## config.mk

```make
export PLATFORM = sky130hd
export DESIGN_NAME = bresenham_ray_stepper
export DESIGN_NICKNAME = d
export VERILOG_FILES = /design/src/hdl/brs_pkg.sv /design/src/hdl/bresenham_ray_stepper.sv /design/src/hdl/brs_ctrl.sv /design/src/hdl/brs_datapath.sv
export SDC_FILE = /design/constraint.sdc
export NUM_CORES = 1
export LEC_CHECK = 0
export BUFFER_PORTS_ARGS = -buffer_cell sky130_fd_sc_hd__buf_2
export CAP_MARGIN = 0
export CORE_AREA = 2 2 159 161
export DETAILED_ROUTE_END_ITERATION = 12
export DIE_AREA = 0 0 161 163
export GPL_TIMING_DRIVEN = 0
export SYNTH_ARGS = -nofsm -noshare
export SYNTH_HDL_FRONTEND = slang
export SYNTH_SLANG_ARGS = --single-unit
```

## constraint.sdc

```tcl
create_clock -name clk -period 15.75 [get_ports clk]
set_input_delay 3.15 -clock clk [delete_from_list [all_inputs] [get_ports clk]]
set_output_delay 3.15 -clock clk [all_outputs]
set_load 0.02 [all_outputs]
```

## src/hdl/brs_pkg.sv

```systemverilog
// Shared types, constants and helpers for the Bresenham ray stepper.
// Used by brs_ctrl, brs_datapath and bresenham_ray_stepper.
package brs_pkg;

  localparam int DELTA_W   = 12;  // config deltas, two's complement
  localparam int HEAD_W    = 9;   // heading in degrees
  localparam int ADV_W     = 9;   // advance request, two's complement
  localparam int OFS_W     = 9;   // offset outputs, two's complement
  localparam int ERR_W     = 13;  // error accumulator
  localparam int TOTAL_W   = 16;  // saturating step total
  localparam int CFG_IDX_W = 2;

  localparam int MAX_ADVANCE_DEF = 255;
  localparam int QUAD_DEG        = 90;

  // Quadrant sign pairs: bit q set means that axis is negated in quadrant q.
  localparam logic [3:0] QUAD_NEG_X = 4'b0110;
  localparam logic [3:0] QUAD_NEG_Y = 4'b1100;

  typedef enum logic [CFG_IDX_W-1:0] {
    REG_DELTA_X     = 2'd0,
    REG_DELTA_Y     = 2'd1,
    REG_HEADING_DEG = 2'd2,
    REG_ENDLESS     = 2'd3
  } brs_reg_t;

  typedef enum logic [1:0] {
    ST_IDLE,
    ST_RUN,
    ST_DONE
  } brs_state_t;

  typedef struct packed {
    logic load;  // start of a new request: clear step counts
    logic step;  // take one tile step
  } brs_ctl_t;

  // Quadrant index (heading / 90) mod 4, by compare against multiples of 90.
  function automatic logic [1:0] heading_quad(input logic [HEAD_W-1:0] heading);
    logic [2:0] qd;
    qd = 3'd0;
    for (int k = 1; k < 6; k++) begin
      if ({1'b0, heading} >= (HEAD_W + 1)'(k * QUAD_DEG)) begin
        qd = 3'(k);
      end
    end
    return qd[1:0];
  endfunction

endpackage

```

## src/hdl/bresenham_ray_stepper.sv

```systemverilog
// Top level of the Bresenham ray stepper: configuration registers,
// axis selection, quadrant signs and end test. Depends on brs_pkg,
// brs_ctrl and brs_datapath.
//
// Usage: load delta_x, delta_y, heading_deg and endless through the write
// port (cfg_we, cfg_index, cfg_data) while the block is idle. Then send
// requests on the input channel (in_valid, in_stall, advance_count); each
// beat yields one result beat on the output channel (out_valid, out_stall,
// offset_x, offset_y, vertical_major, at_end).
// The request is taken only when the block is idle. It then runs one
// accumulator step per tile in the shared step unit for a request of n tiles
// (n = |advance_count| capped at MAX_ADVANCE), then presents the result beat.
// The next request is taken the cycle after the result beat goes out, so the
// block takes no new request before it is through with the last one.
// While out_stall is high the result beat holds and no request is taken.
// Reset clears the registers, the error accumulator and the step total.
module bresenham_ray_stepper
  import brs_pkg::*;
#(
  parameter int MAX_ADVANCE = MAX_ADVANCE_DEF
) (
  input  logic                 clk,
  input  logic                 rst,
  input  logic                 cfg_we,
  input  logic [CFG_IDX_W-1:0] cfg_index,
  input  logic [DELTA_W-1:0]   cfg_data,
  input  logic                 in_valid,
  output logic                 in_stall,
  input  logic signed [ADV_W-1:0] advance_count,
  output logic                 out_valid,
  input  logic                 out_stall,
  output logic signed [OFS_W-1:0] offset_x,
  output logic signed [OFS_W-1:0] offset_y,
  output logic                 vertical_major,
  output logic                 at_end
);

  logic signed [DELTA_W-1:0] delta_x;
  logic signed [DELTA_W-1:0] delta_y;
  logic [HEAD_W-1:0]         heading_deg;
  logic                      endless;

  logic [DELTA_W-1:0] abs_x, abs_y, major, minor;
  logic               vert;
  logic [ADV_W-1:0]   magnitude;
  logic               req_neg;
  brs_ctl_t           ctl;
  logic [OFS_W-1:0]   major_steps, minor_steps, steps_x, steps_y;
  logic               neg;
  logic [TOTAL_W-1:0] step_total;
  logic [1:0]         quad;
  logic               flip_x, flip_y;

  always_ff @(posedge clk) begin
    if (rst) begin
      delta_x     <= '0;
      delta_y     <= '0;
      heading_deg <= '0;
      endless     <= 1'b0;
    end else if (cfg_we) begin
      case (brs_reg_t'(cfg_index))
        REG_DELTA_X:     delta_x     <= cfg_data;
        REG_DELTA_Y:     delta_y     <= cfg_data;
        REG_HEADING_DEG: heading_deg <= cfg_data[HEAD_W-1:0];
        REG_ENDLESS:     endless     <= cfg_data[0];
        default: ;
      endcase
    end
  end

  // Magnitudes fit unsigned in the same width, including the most negative value.
  always_comb begin
    abs_x = delta_x[DELTA_W-1] ? DELTA_W'(-delta_x) : DELTA_W'(delta_x);
    abs_y = delta_y[DELTA_W-1] ? DELTA_W'(-delta_y) : DELTA_W'(delta_y);
    vert  = (abs_x <= abs_y);
    major = vert ? abs_y : abs_x;
    minor = vert ? abs_x : abs_y;
  end

  assign req_neg   = advance_count[ADV_W-1];
  assign magnitude = req_neg ? ADV_W'(-advance_count) : ADV_W'(advance_count);

  brs_ctrl #(
    .MAX_ADVANCE(MAX_ADVANCE)
  ) u_ctrl (
    .clk       (clk),
    .rst       (rst),
    .in_valid  (in_valid),
    .magnitude (magnitude),
    .out_stall (out_stall),
    .in_stall  (in_stall),
    .out_valid (out_valid),
    .ctl       (ctl)
  );

  brs_datapath u_datapath (
    .clk         (clk),
    .rst         (rst),
    .ctl         (ctl),
    .load_neg    (req_neg),
    .major       (major),
    .minor       (minor),
    .major_steps (major_steps),
    .minor_steps (minor_steps),
    .neg         (neg),
    .step_total  (step_total)
  );

  // Quadrant sign and backward request combine into one negate per axis.
  always_comb begin
    quad    = heading_quad(heading_deg);
    flip_x  = QUAD_NEG_X[quad] ^ neg;
    flip_y  = QUAD_NEG_Y[quad] ^ neg;
    steps_x = vert ? minor_steps : major_steps;
    steps_y = vert ? major_steps : minor_steps;
    offset_x = flip_x ? OFS_W'(-steps_x) : steps_x;
    offset_y = flip_y ? OFS_W'(-steps_y) : steps_y;
    vertical_major = vert;
    // A zero major extent would wrap the end limit, so it is tested apart: always at end.
    at_end = endless || (major == '0) ||
             (step_total >= TOTAL_W'(major - DELTA_W'(1)));
  end

endmodule

```

## src/hdl/brs_ctrl.sv

```systemverilog
// Sequencer for the ray stepper: takes a request, counts tile steps,
// then presents the result beat. Depends on brs_pkg.
module brs_ctrl
  import brs_pkg::*;
#(
  parameter int MAX_ADVANCE = MAX_ADVANCE_DEF
) (
  input  logic             clk,
  input  logic             rst,
  input  logic             in_valid,
  input  logic [ADV_W-1:0] magnitude,
  input  logic             out_stall,
  output logic             in_stall,
  output logic             out_valid,
  output brs_ctl_t         ctl
);

  localparam int CNT_W = $clog2(MAX_ADVANCE + 1);
  localparam int CMP_W = (CNT_W > ADV_W) ? CNT_W : ADV_W;

  brs_state_t       state, state_next;
  logic [CNT_W-1:0] count;
  logic [CNT_W-1:0] count_next;
  logic [CMP_W-1:0] mag_ext;

  // Saturate the request at MAX_ADVANCE.
  always_comb begin
    mag_ext = CMP_W'(magnitude);
    if (mag_ext > CMP_W'(MAX_ADVANCE)) begin
      count_next = CNT_W'(MAX_ADVANCE);
    end else begin
      count_next = mag_ext[CNT_W-1:0];
    end
  end

  always_comb begin
    state_next = state;
    case (state)
      ST_IDLE: begin
        if (in_valid) begin
          state_next = (count_next == '0) ? ST_DONE : ST_RUN;
        end
      end
      ST_RUN: begin
        if (count == CNT_W'(1)) begin
          state_next = ST_DONE;
        end
      end
      ST_DONE: begin
        if (!out_stall) begin
          state_next = ST_IDLE;
        end
      end
      default: state_next = ST_IDLE;
    endcase
  end

  always_comb begin
    in_stall  = 1'b1;
    out_valid = 1'b0;
    ctl.load  = 1'b0;
    ctl.step  = 1'b0;
    case (state)
      ST_IDLE: begin
        in_stall = 1'b0;
        ctl.load = in_valid;
      end
      ST_RUN:  ctl.step = 1'b1;
      ST_DONE: out_valid = 1'b1;
      default: in_stall = 1'b1;
    endcase
  end

  always_ff @(posedge clk) begin
    if (rst) begin
      state <= ST_IDLE;
      count <= '0;
    end else begin
      state <= state_next;
      if (ctl.load) begin
        count <= count_next;
      end else if (ctl.step) begin
        count <= count - CNT_W'(1);
      end
    end
  end

endmodule

```

## src/hdl/brs_datapath.sv

```systemverilog
// Shared step unit of the ray stepper: error accumulator with one
// add/compare/subtract per tile, step counts and the saturating total.
// Depends on brs_pkg.
module brs_datapath
  import brs_pkg::*;
(
  input  logic               clk,
  input  logic               rst,
  input  brs_ctl_t           ctl,
  input  logic               load_neg,
  input  logic [DELTA_W-1:0] major,
  input  logic [DELTA_W-1:0] minor,
  output logic [OFS_W-1:0]   major_steps,
  output logic [OFS_W-1:0]   minor_steps,
  output logic               neg,
  output logic [TOTAL_W-1:0] step_total
);

  logic [ERR_W-1:0] error_accum;
  logic [ERR_W-1:0] error_accum_next;
  logic [ERR_W-1:0] sum;
  logic             take_minor;

  always_comb begin
    sum        = error_accum + ERR_W'(minor);
    take_minor = (sum >= ERR_W'(major));
    error_accum_next = take_minor ? (sum - ERR_W'(major)) : sum;
  end

  always_ff @(posedge clk) begin
    if (rst) begin
      error_accum <= '0;
      step_total  <= '0;
    end else if (ctl.step) begin
      error_accum <= error_accum_next;
      if (step_total != '1) begin
        step_total <= step_total + TOTAL_W'(1);
      end
    end
  end

  // Step counts wrap at the offset width; only the low bits reach the output.
  always_ff @(posedge clk) begin
    if (ctl.load) begin
      major_steps <= '0;
      minor_steps <= '0;
      neg         <= load_neg;
    end else if (ctl.step) begin
      major_steps <= major_steps + OFS_W'(1);
      if (take_minor) begin
        minor_steps <= minor_steps + OFS_W'(1);
      end
    end
  end

endmodule

```

Word-level counts from Yosys, hierarchy flattened
Index checks and enable logic that the tools add are counted.
- register bits after elaboration: 92
- output and inout bits: 22
- logic and storage cells: 90
- add/sub/neg operators: 12
- order comparisons: 10
- eq/ne operators: 10
- multiplexer cells: 31
- bitwise operators: 2
- reductions and logical operators: 14
- operators with widths (kind ; count):
    $mux W12 ; 4
    $mux W9 ; 5
    $ge A9 B9 Y1 const B ; 3
    $neg A9 Y9 ; 3
    $mux W8 ; 3
    $neg A12 Y12 ; 2
    $add A9 B1 Y9 const B ; 2
    $add A16 B1 Y16 const B ; 1
    $ge A16 B16 Y1 ; 1
    $mux W2 ; 8
    $ne A16 B16 Y1 const B ; 1
    $add A13 B12 Y13 ; 1
    $ge A13 B12 Y1 ; 1
    $mux W13 ; 1
    $sub A12 B1 Y13 const B ; 1
    $sub A13 B12 Y13 ; 1
    $le A12 B12 Y1 ; 1
    $logic_not A12 Y1 ; 1
    $reduce_and A2 Y1 ; 6
    $ge A9 B7 Y1 const B ; 1
    $ge A9 B8 Y1 const B ; 1
    $gt A9 B8 Y1 const B ; 1
    $eq A8 B1 Y1 const B ; 1
    $logic_not A8 Y1 ; 1
    14 further kinds ; 28

Depth between registers and ports, before layout
Gate-level depths: netlist (run 1).
- word-level depth: 10
- gate-level depth with buffers: 39
- mapped depth without buffers: 33

Modules after synthesis
A second synthesis (run 1) with hierarchy kept.
- cells, all modules: 991
- area total of the unflattened synthesis: 7775.0 um2
- by module, submodules not included (module ; instances ; cells each ; area each (um2) ; sequential area each (um2)):
    bresenham_ray_stepper ; 1 ; 508 ; 3876.2 ; 660.6
    brs_datapath ; 1 ; 403 ; 3278.1 ; 970.9
    brs_ctrl ; 1 ; 80 ; 620.6 ; 200.2

Worst setup path before layout (run 1)
No wires, ideal clock.
- path kind: flip-flop to output port
- from: register delta_x[0]
- to: output at_end
- arrival: 6189 ps
- required time: 12600 ps
- slack: 6411 ps
- cell stages (with the launch flop): 32
- cells stage by stage: dfxtp_1 -> inv_1 -> ha_1 -> or4b_1 -> o41ai_1 -> xor2_1 -> inv_1 -> ha_1 -> nand2_1 -> or4_4 -> o41ai_4 -> nor2_4 -> buf_6 -> inv_2 -> buf_2 -> buf_2 -> nor2_1 -> a21oi_1 -> inv_1 -> ha_1 -> ha_1 -> a21o_1 -> a21o_1 -> a21o_1 -> a21o_1 -> a21o_1 -> a21o_1 -> a21o_1 -> a21oi_1 -> o21ai_0 -> a21oi_1 -> o211ai_1
- longest elaborated chain between the ends: 7
- elaborated cells between the ends (all ways): 9
- those cells by class: 2 x add/sub; 2 x order compare; 2 x mux; 3 x reduce/logical
- ends and longest elaborated chain (what ; RTL line ; source):
    start, declared ; bresenham_ray_stepper.sv:38 ; logic signed [DELTA_W-1:0] delta_x;
    start signal, assigned ; bresenham_ray_stepper.sv:62 ; REG_DELTA_X: delta_x <= cfg_data;
    $neg A12 Y12 ; bresenham_ray_stepper.sv:73 ; abs_x = delta_x[DELTA_W-1] ? DELTA_W'(-delta_x) : DELTA_W'(delta_x);
    $mux W12 (*) ; bresenham_ray_stepper.sv:73 ;
    $le A12 B12 Y1 ; bresenham_ray_stepper.sv:75 ; vert = (abs_x <= abs_y);
    $mux W12 (*) ; bresenham_ray_stepper.sv:76 ; major = vert ? abs_y : abs_x;
    $sub A12 B1 Y13 / $logic_not A12 Y1 (equally long branches) ; bresenham_ray_stepper.sv:121, bresenham_ray_stepper.sv:120 ;
    $ge A16 B16 Y1 / $logic_or A1 B1 Y1 (equally long branches) ; bresenham_ray_stepper.sv:121, bresenham_ray_stepper.sv:120 ;
    $logic_or A1 B1 Y1 (*) ; bresenham_ray_stepper.sv:120 ; at_end = endless || (major == '0) ||
    end, declared ; bresenham_ray_stepper.sv:35 ; output logic at_end
Mark *: on every way between the ends. The rest lies on a longest branch, timed or not.

Final worst setup path (run 1)
Same ends and word-level chain as after synthesis.

==> impl_metrics.yaml, run 1 <==
floorplan:
  fp.dieArea_um2: 26200
  start_util_pct: 30.5
  fp.dieH_um: 163
  ios: 50
  core_um2: 24700
  fp-row-count: 58
  die_w_um: 161
power_and_ir_drop:
  seq_power_share_pct: 18.8
  comb_power_share_pct: 66.1
  internal_power_w: 0.000767
  swShare_pct: 47.1
  power_density_nw_per_um2: 171
  power_switching_w: 0.000683
  power.leakage_nw: 3.64
  total_power_w: 0.00145
  p_clk_share_pct: 15.1
  vdd_drop_max_mv: 0.109
detailed_routing:
  drt-pass1-iter-count: 4
  post_drt_via_cell_ratio: 5.10
  drc: 0
  drt_iter0_drc: 332
  wire_per_inst_um: 14.8
  drtAntennaViolNets: 0
  vias: 6869
  wl_um: 19900
synthesis:
  synth.distinct_cells: 72
  netlist_top_cells_count: "nor2_1, nand2_1, dfxtp_1, a21oi_1, ha_1"
  synth_area_leader_cell: "dfxtp_1"
  synth_top_family_by_area: "simple AND/OR/NAND/NOR gates"
  ys.flop_type: "dfxtp_1"
  syn_area_um2: 7520
  yosys-mux-area-fraction_pct: 8.44
  ys_ff_latch: 91
  yosys_warnings: 0
  synth-xor-area-share_pct: 10.7
  synthCells: 952
  synth-edff-count: 1
  syn-mean-instance-area_um2: 7.90
  synth_fa_ha_area_share_pct: 10.5
  syn_nets: 1041
  async_reset_ff_share_pct: 0
  yosysMostFrequentCell: "nor2_1"
  synth_compound_area_share_pct: 18.9
  synthSimpleGateAreaFrac_pct: 22.7
  yosysSeqAreaShare_pct: 24.4
  synth_top_area_share_pct: 24.0
  synth.area.top_cells: "dfxtp_1, ha_1, mux2i_1"
critical_path:
  crit_top_cell: "a21o_1"
  arrival_ps: 7590
  crit_type: "reg2out"
  cp_data_required_time_ps: 12600
  path_max_fanout: 10
  rrSetupSlack_ps: 6710
  critPathMaxStageDelay_ps: 560
  r2r-start: "delta_x[0]"
  ff2ff_path_depth: 36
  end_kind: "output port"
  crit_slowest_cell: "or4_4"
  critPathLaunchType: "flop"
  r2r-end: "u_datapath.minor_steps[2]"
clock_network:
  max-clock-path-buffers: 2
  cts_resized: 0
  cts_hold_buf: 0
  insertion_delay_ps: 360
  clock_sinks: 91
  htreeDepth: 3
  cts_tree: "yes"
  cts-root-buf: "clkbuf_16"
  cts_setup_buffers: 0
  clkTransAtPathRegs_ps: 60
  cts_made_buffers: 9
placement:
  detailedPlace.worstSlack_ps: 5450
  globalplace.congestion: 0.900
  io_buffers: 48
  dpl.hpwl_um: 16000
cells_and_area:
  antennaDiodeCount: 0
  drive_gt1_share_pct: 9.94
  final.fill_count: 2634
  areaGrowthSynthToFinish_pct: 12.6
  nets: 1100
grt:
  grt_max_degree: 16
  grt_pass1_wl_um: 32900
  grt_overflow: 0
  grt_pass1_vias: 6487
  grt_use_total_pct: 15.5
  antenna_found_initial: 0
sta:
  rsz0062_at_grt: "no"
  setup_slack_ps: 5010
  period_share_pct: 68.2
  period_minus_slack_ps: 10740
  hold_viol: 0
  finalSetupViolCount: 0
  clock_skew_ps: 7.70
  worst_pin_slew_ps: 919
  tns_ps: 0
  timing.slew.headroom_pct: 38.6
  slew_viol_final: 0
  fmax_mhz: 93.1
hold_path:
  min_path_type: "reg2reg"
  whs_path_depth: 2
  min_to: "u_datapath.error_accum[11]"
  worstHoldStart: "u_datapath.error_accum[11]"
status:
  status: "complete, no violations"
job:
  drv_cap: 0
metal layers:
layer / vias up / wire length [um] / part of all wire, % / GRT usage, %
li1: 3518 / - / - / -
met1: 3191 / 9650 / 48 / 20.1
met2: 125 / 9000 / 45 / 25.5
met3: 35 / 648 / 3.2 / 2.27
met4: 0 / 657 / 3.3 / 6.94
met5: - / 0 / 0 / 0
registers in the layout, summed over array words and instances, names as in the netlist:
name	cells
u_datapath.step_total	16
delta_x	12
u_datapath.error_accum	13
u_ctrl.state	2
heading_deg	8
endless	1
delta_y	12
u_datapath.minor_steps	9
u_datapath.neg	1
u_ctrl.count	8
u_datapath.major_steps	9
placed cells by master (no fill, tap or decap), drive strengths merged, types with 3 or more instances in the layout:
cell	instances
inv	39
nand3b	7
o211ai	8
nor2b	13
clkbuf	41
nor3b	3
nand3	14
o31ai	17
and3	4
a31oi	9
and2	4
a21o	16
a41oi	3
mux2	5
o21bai	5
a311oi	3
xor2	50
xnor2	41
or2	7
a211oi	15
nor3	18
o21ai	49
nand4	18
o41ai	8
ha	59
nor2	115
mux2i	57
or3	19
nand2b	13
dfxtp	90
buf	63
a21oi	62
or4	8
nand2	94
nor4	9
how the worst max path moves through the flow:
stage,from,to,slack (ps),cells past startpoint
3_3_place_gp,delta_x[0],at_end,5470,32
6_report,delta_x[0],at_end,5010,32
3_5_place_dp,delta_x[0],at_end,5450,32
5_1_grt,delta_x[0],at_end,4500,32
2_1_floorplan,delta_x[0],at_end,6410,31
4_1_cts,delta_x[0],at_end,5010,32
cells by family (layout without fill, tap and decap cells):
family,Yosys count,count (layout)
DFF,91,91
buffers and inverters,82,146
AOI/OAI and AO/OA,213,213
adders and majority gates,62,62
muxes,62,62
and+or+nand+nor,351,351
xor gates and xnor gates,91,91
power by group through the flow:
| stage | combinational (W) | sequential [W] | clock [W] |
|---|---|---|---|
| 2_1_floorplan | 0.000747 | 0.000271 | 0 |
| 3_3_place_gp | 0.000940 | 0.000276 | 0 |
| 3_5_place_dp | 0.000952 | 0.000277 | 0 |
| 4_1_cts | 0.000955 | 0.000272 | 0.000225 |
| 5_1_grt | 0.00106 | 0.000276 | 0.000233 |
| 6_report | 0.000959 | 0.000272 | 0.000219 |
critical path, delay by kind of cell (launching register included):
family,cells,cell delay (ps)
AO/OA/AOI/OAI,14,2700
buffers and inverters,8,1470
AND/OR/NAND/NOR,5,1290
adder cells (fa/ha/maj),4,1120
flip-flops,1,370
XOR/XNOR,1,270
through the flow:
step,std cells,hold WS (ps),area [um^2],utilization (%)
floorplan,952,436,7520,-
global placement,1330,448,8170,33.1
detailed placement,1330,455,8170,33.1
CTS,1346,464,8470,34.3
global route,1346,515,8470,34.3
finish,1346,462,8470,34.3
layout make-up:
type	instances	area (um^2)	area share (%)
inverter	38	143	1.68
timing repair buffer	48	240	2.84
clock inverter	4	30.0	0.355
buffer	44	194	2.29
tap	330	413	4.88
multi-input combinational	779	5350	63.2
clock buffer	12	267	3.15
sequential	91	1830	21.6
Power figures use the tool's default switching activity.
==> inputs of run 2 (changes only) <==
==> constraint.sdc (replaced) <==
create_clock -name clk -period 9.6 [get_ports clk]
set_input_delay 1.92 -clock clk [delete_from_list [all_inputs] [get_ports clk]]
set_output_delay 1.92 -clock clk [all_outputs]
set_load 0.02 [all_outputs]
==> run 2 against run 1 <==
Against the previous run: critical path depth is 1 lower; register-to-register slack got worse by 6000 ps; clock-buffer cell count unchanged; core utilization is 0.061 points higher; sequential share of layout area about the same; flip-flop and latch count unchanged; hold slack about the same; combinational power is 65% higher.
==> impl_metrics.yaml, run 2 (synthesis results as in run 1) <==
status:
  status: "complete, no violations"
detailed_routing:
  drt-pass1-iter-count: 5
  drtAntennaViolNets: 0
  drt_iter0_drc: 343
  wl_um: 19900
  drc: 0
  post_drt_via_cell_ratio: 5.13
  vias: 6899
  wire_per_inst_um: 14.8
power_and_ir_drop:
  power_switching_w: 0.00112
  power.leakage_nw: 3.65
  vdd_drop_max_mv: 0.178
  swShare_pct: 47.2
  seq_power_share_pct: 18.7
  p_clk_share_pct: 15.0
  power_density_nw_per_um2: 281
  internal_power_w: 0.00126
  comb_power_share_pct: 66.2
critical_path:
  arrival_ps: 7160
  ff2ff_path_depth: 37
  rrSetupSlack_ps: 710
  cp_data_required_time_ps: 7680
  crit_slowest_cell: "or4_4"
  crit_type: "reg2out"
  r2r-start: "delta_x[0]"
  end_kind: "output port"
  critPathLaunchType: "flop"
  crit_top_cell: "a21o_1"
  critPathMaxStageDelay_ps: 560
  r2r-end: "u_datapath.minor_steps[2]"
  path_max_fanout: 16
floorplan:
  die_w_um: 161
  fp.dieH_um: 163
  start_util_pct: 30.5
  core_um2: 24700
  ios: 50
  fp-row-count: 58
  fp.dieArea_um2: 26200
sta:
  rsz0062_at_grt: "no"
  worst_pin_slew_ps: 915
  fmax_mhz: 110
  tns_ps: 0
  clock_skew_ps: 6.93
  hold_viol: 0
  timing.slew.headroom_pct: 38.9
  period_minus_slack_ps: 9080
  slew_viol_final: 0
  period_share_pct: 94.6
  finalSetupViolCount: 0
grt:
  grt_pass1_vias: 6487
  grt_max_degree: 16
  grt_pass1_wl_um: 32900
  antenna_found_initial: 0
  grt_use_total_pct: 15.5
  grt_overflow: 0
placement:
  globalplace.congestion: 0.900
  dpl.hpwl_um: 16000
  io_buffers: 48
cells_and_area:
  largest_reg_flops: 16
  final.fill_count: 2637
  regMostFlops: "u_datapath.step_total"
  layout_common_cells: "nor2_1, nand2_1, dfxtp_1"
  drive_gt1_share_pct: 10.1
  antennaDiodeCount: 0
  fin_util_pct: 34.4
  areaGrowthSynthToFinish_pct: 12.8
  final_common_cell: "nor2_1"
  nets: 1099
  largestRegisters: "u_datapath.step_total (16), u_datapath.error_accum (13)"
clock_network:
  cts_tree: "yes"
  cts_hold_buf: 0
  cts-root-buf: "clkbuf_16"
  cts_made_buffers: 9
  insertion_delay_ps: 360
  cts_setup_buffers: 0
  cts_resized: 0
  htreeDepth: 3
  clock_sinks: 91
  max-clock-path-buffers: 2
  clkTransAtPathRegs_ps: 60
hold_path:
  worstHoldStart: "u_datapath.error_accum[11]"
  whs_path_depth: 2
  min_to: "u_datapath.error_accum[11]"
  min_path_type: "reg2reg"
job:
  drv_cap: 0
[run 2: power by group through the flow]
stage	clock [W]	combinational [W]	sequential [W]
3_5_place_dp	0	0.00156	0.000454
4_1_cts	0.000370	0.00157	0.000446
2_1_floorplan	0	0.00123	0.000445
3_3_place_gp	0	0.00154	0.000453
5_1_grt	0.000383	0.00175	0.000454
6_report	0.000359	0.00158	0.000447
[run 2: layout make-up]
type / count / area (um^2) / area share [%]
Multi-Input combinational cell: 779 / 5370 / 63.3
Sequential cell: 91 / 1830 / 21.6
Tap cell: 330 / 413 / 4.87
Clock buffer: 12 / 267 / 3.14
Timing Repair Buffer: 48 / 240 / 2.83
Buffer: 43 / 191 / 2.26
Inverter: 38 / 144 / 1.70
Clock inverter: 4 / 30.0 / 0.354
[run 2: metal layers]
layer / wire (um) / global-route usage [%]
met4: 677 / 6.94
met5: 0 / 0
met3: 717 / 2.27
met2: 8930 / 25.5
met1: 9620 / 20.1
[run 2: worst max-delay path by stage]
stage	slack [ps]	from	cells past startpoint	endpoint
floorplan	1490	delta_x[0]	31	at_end
global placement	550	delta_x[0]	32	at_end
detailed placement	530	delta_x[0]	32	at_end
CTS	90	delta_x[0]	32	at_end
global route	20	delta_x[0]	37	u_datapath.minor_steps[0]
finish	520	delta_x[0]	31	at_end
[run 2: critical path: cells and delay by family (launching register included)]
kind	cells	cell delay, ps
xor gates and xnor gates	1	270
and+or+nand+nor	5	1300
adders and majority gates	4	1110
DFF	1	370
AOI/OAI and AO/OA	14	2550
buffers and inverters	7	1170
[run 2: per-stage QoR]
stage	setup slack [ps]	instances	cell area (um^2)	hold WS, ps	total power [W]
2_1_floorplan	1490	952	7520	436	0.00167
3_3_place_gp	545	1330	8170	448	0.00200
3_5_place_dp	533	1330	8170	455	0.00202
4_1_cts	94.5	1346	8470	464	0.00238
5_1_grt	23.1	1345	8480	515	0.00258
6_report	521	1345	8480	462	0.00238
==> inputs of run 3 (changes only) <==
==> constraint.sdc (replaced) <==
create_clock -name clk -period 9.1 [get_ports clk]
set_input_delay 1.82 -clock clk [delete_from_list [all_inputs] [get_ports clk]]
set_output_delay 1.82 -clock clk [all_outputs]
set_load 0.02 [all_outputs]
==> run 3 against run 2 <==
Against the previous run: register-to-register slack got worse by 20 ps; critical endpoint unchanged; sequential power increased by 5.6%; die area unchanged; worst setup slack got worse by 26 ps; total power increased by 5.1%; cell count about the same; via count decreased by 0.43%; clock skew about the same; final area unchanged; global-route usage about the same.
==> impl_metrics.yaml, run 3 (synthesis results as in run 1) <==
status:
  status: "complete, no violations"
grt:
  grt_pass1_wl_um: 32900
  antenna_found_initial: 0
  grt_pass1_vias: 6486
  grt_max_degree: 17
  grt_overflow: 0
  grt_use_total_pct: 15.5
cells_and_area:
  final_common_cell: "nor2_1"
  multi_input_area_um2: 5370
  antennaDiodeCount: 0
  drive_gt1_share_pct: 10.3
  final.fill_count: 2636
  nets: 1098
  seq_area_um2: 1830
  layout_common_cells: "nor2_1, nand2_1, dfxtp_1"
  largestRegisters: "u_datapath.step_total (16), u_datapath.error_accum (13)"
  areaGrowthSynthToFinish_pct: 12.8
  largest_reg_flops: 16
  regMostFlops: "u_datapath.step_total"
floorplan:
  ios: 50
  core_um2: 24700
  start_util_pct: 30.5
  fp-row-count: 58
  fp.dieH_um: 163
  fp.dieArea_um2: 26200
  die_w_um: 161
clock_network:
  cts_made_buffers: 9
  clkTransAtPathRegs_ps: 60
  max-clock-path-buffers: 2
  insertion_delay_ps: 350
  cts_hold_buf: 0
  cts-root-buf: "clkbuf_16"
  clock_sinks: 91
  htreeDepth: 3
  cts_tree: "yes"
power_and_ir_drop:
  power.leakage_nw: 3.64
  power_density_nw_per_um2: 295
  vdd_drop_max_mv: 0.194
critical_path:
  arrival_ps: 6780
  cp_data_required_time_ps: 7280
  critPathLaunchType: "flop"
  crit_type: "reg2out"
  r2r-start: "delta_x[0]"
  rrSetupSlack_ps: 690
  ff2ff_path_depth: 36
  r2r-end: "u_datapath.minor_steps[2]"
  end_kind: "output port"
  path_max_fanout: 10
detailed_routing:
  drc: 0
  wire_per_inst_um: 14.7
  drt-pass1-iter-count: 7
  vias: 6869
  post_drt_via_cell_ratio: 5.11
  wl_um: 19800
  drtAntennaViolNets: 0
  drt_iter0_drc: 374
sta:
  hold_viol: 0
  period_minus_slack_ps: 8600
  timing.slew.headroom_pct: 39.0
  fmax_mhz: 116
  slew_viol_final: 0
  holdWs_ps: 462
  worst_pin_slew_ps: 914
  rsz0062_at_grt: "no"
  clock_skew_ps: 7.01
  period_share_pct: 94.6
  finalSetupViolCount: 0
  tns_ps: 0
placement:
  globalplace.congestion: 0.900
  dpl.hpwl_um: 16000
  io_buffers: 48
hold_path:
  whs_path_depth: 2
  min_path_type: "reg2reg"
  worstHoldStart: "u_datapath.error_accum[11]"
  min_to: "u_datapath.error_accum[11]"
job:
  drv_cap: 0
run 3: changes by cell type in the layout (fill, tap and decap cells not counted), sizes merged:
cell / before / now
clkinv: 3 / 2
inv: 38 / 39
buf: 62 / 61
run 3: final cells by class:
cell class                 count  area share, %
buffer                        41           2.15
sequential                    91           21.6
inverter                      38           1.71
tap                          330           4.87
clock inverter                 4          0.354
timing repair buffer          49           2.92
clock buffer                  12           3.14
multi-input combinational    779           63.3
run 3: critical path, stage by stage (launching register included):
cell and delay (ps):
dfxtp_1 370, inv_2 130, ha_1 180, or4b_1 510, o41ai_2 260, xor2_1 270
inv_1 120, ha_1 310, nand2_1 70, or4_4 560, o2111a_1 330, nor2_4 180
buf_6 170, buf_2 250, clkbuf_1 440, o21ai_0 260, xor2_1 220, ha_1 280
a21o_1 160, a21o_1 160, a21o_1 160, a21o_1 170, a21o_1 160, a21oi_1 140
o21ai_0 100, a21oi_1 150, o211ai_1 110, buf_2 190
run 3: per-layer routing:
layer	vias up	GRT usage [%]	wire, um
met5	-	0	0
met4	0	6.70	625
met3	34	2.32	726
met2	147	25.5	8890
met1	3175	20.1	9520
li1	3513	-	-
run 3: how the worst max path moves through the flow:
stage	from	end	slack, ps	cells past startpoint
after floorplan	delta_x[0]	at_end	1090	31
after global placement	delta_x[0]	at_end	150	32
after detailed placement	delta_x[0]	at_end	130	32
after CTS	delta_x[0]	at_end	0.6	31
after global routing	delta_x[0]	at_end	30	27
final	delta_x[0]	at_end	500	27
run 3: stage by stage:
step	cells	worst slack [ps]	total power (W)	utilization [%]	area, um^2
finish	1344	495	0.00251	34.4	8480
CTS	1345	0.575	0.00251	34.3	8470
global route	1344	31.5	0.00272	34.4	8480
detailed placement	1330	133	0.00213	33.1	8170
floorplan	952	1090	0.00176	-	7520
global placement	1330	145	0.00211	33.1	8170
run 3: where the power goes:
group          switching, W  internal [W]
combinational      0.000973      0.000684
sequential        0.0000363      0.000435
clock              0.000169      0.000209
run 3: timing repair:
item                                    CTS  global route
resized for setup                         2             6
setup buffers                             0             1
endpoints found under the setup margin    1            23
pin swaps                                 0             2
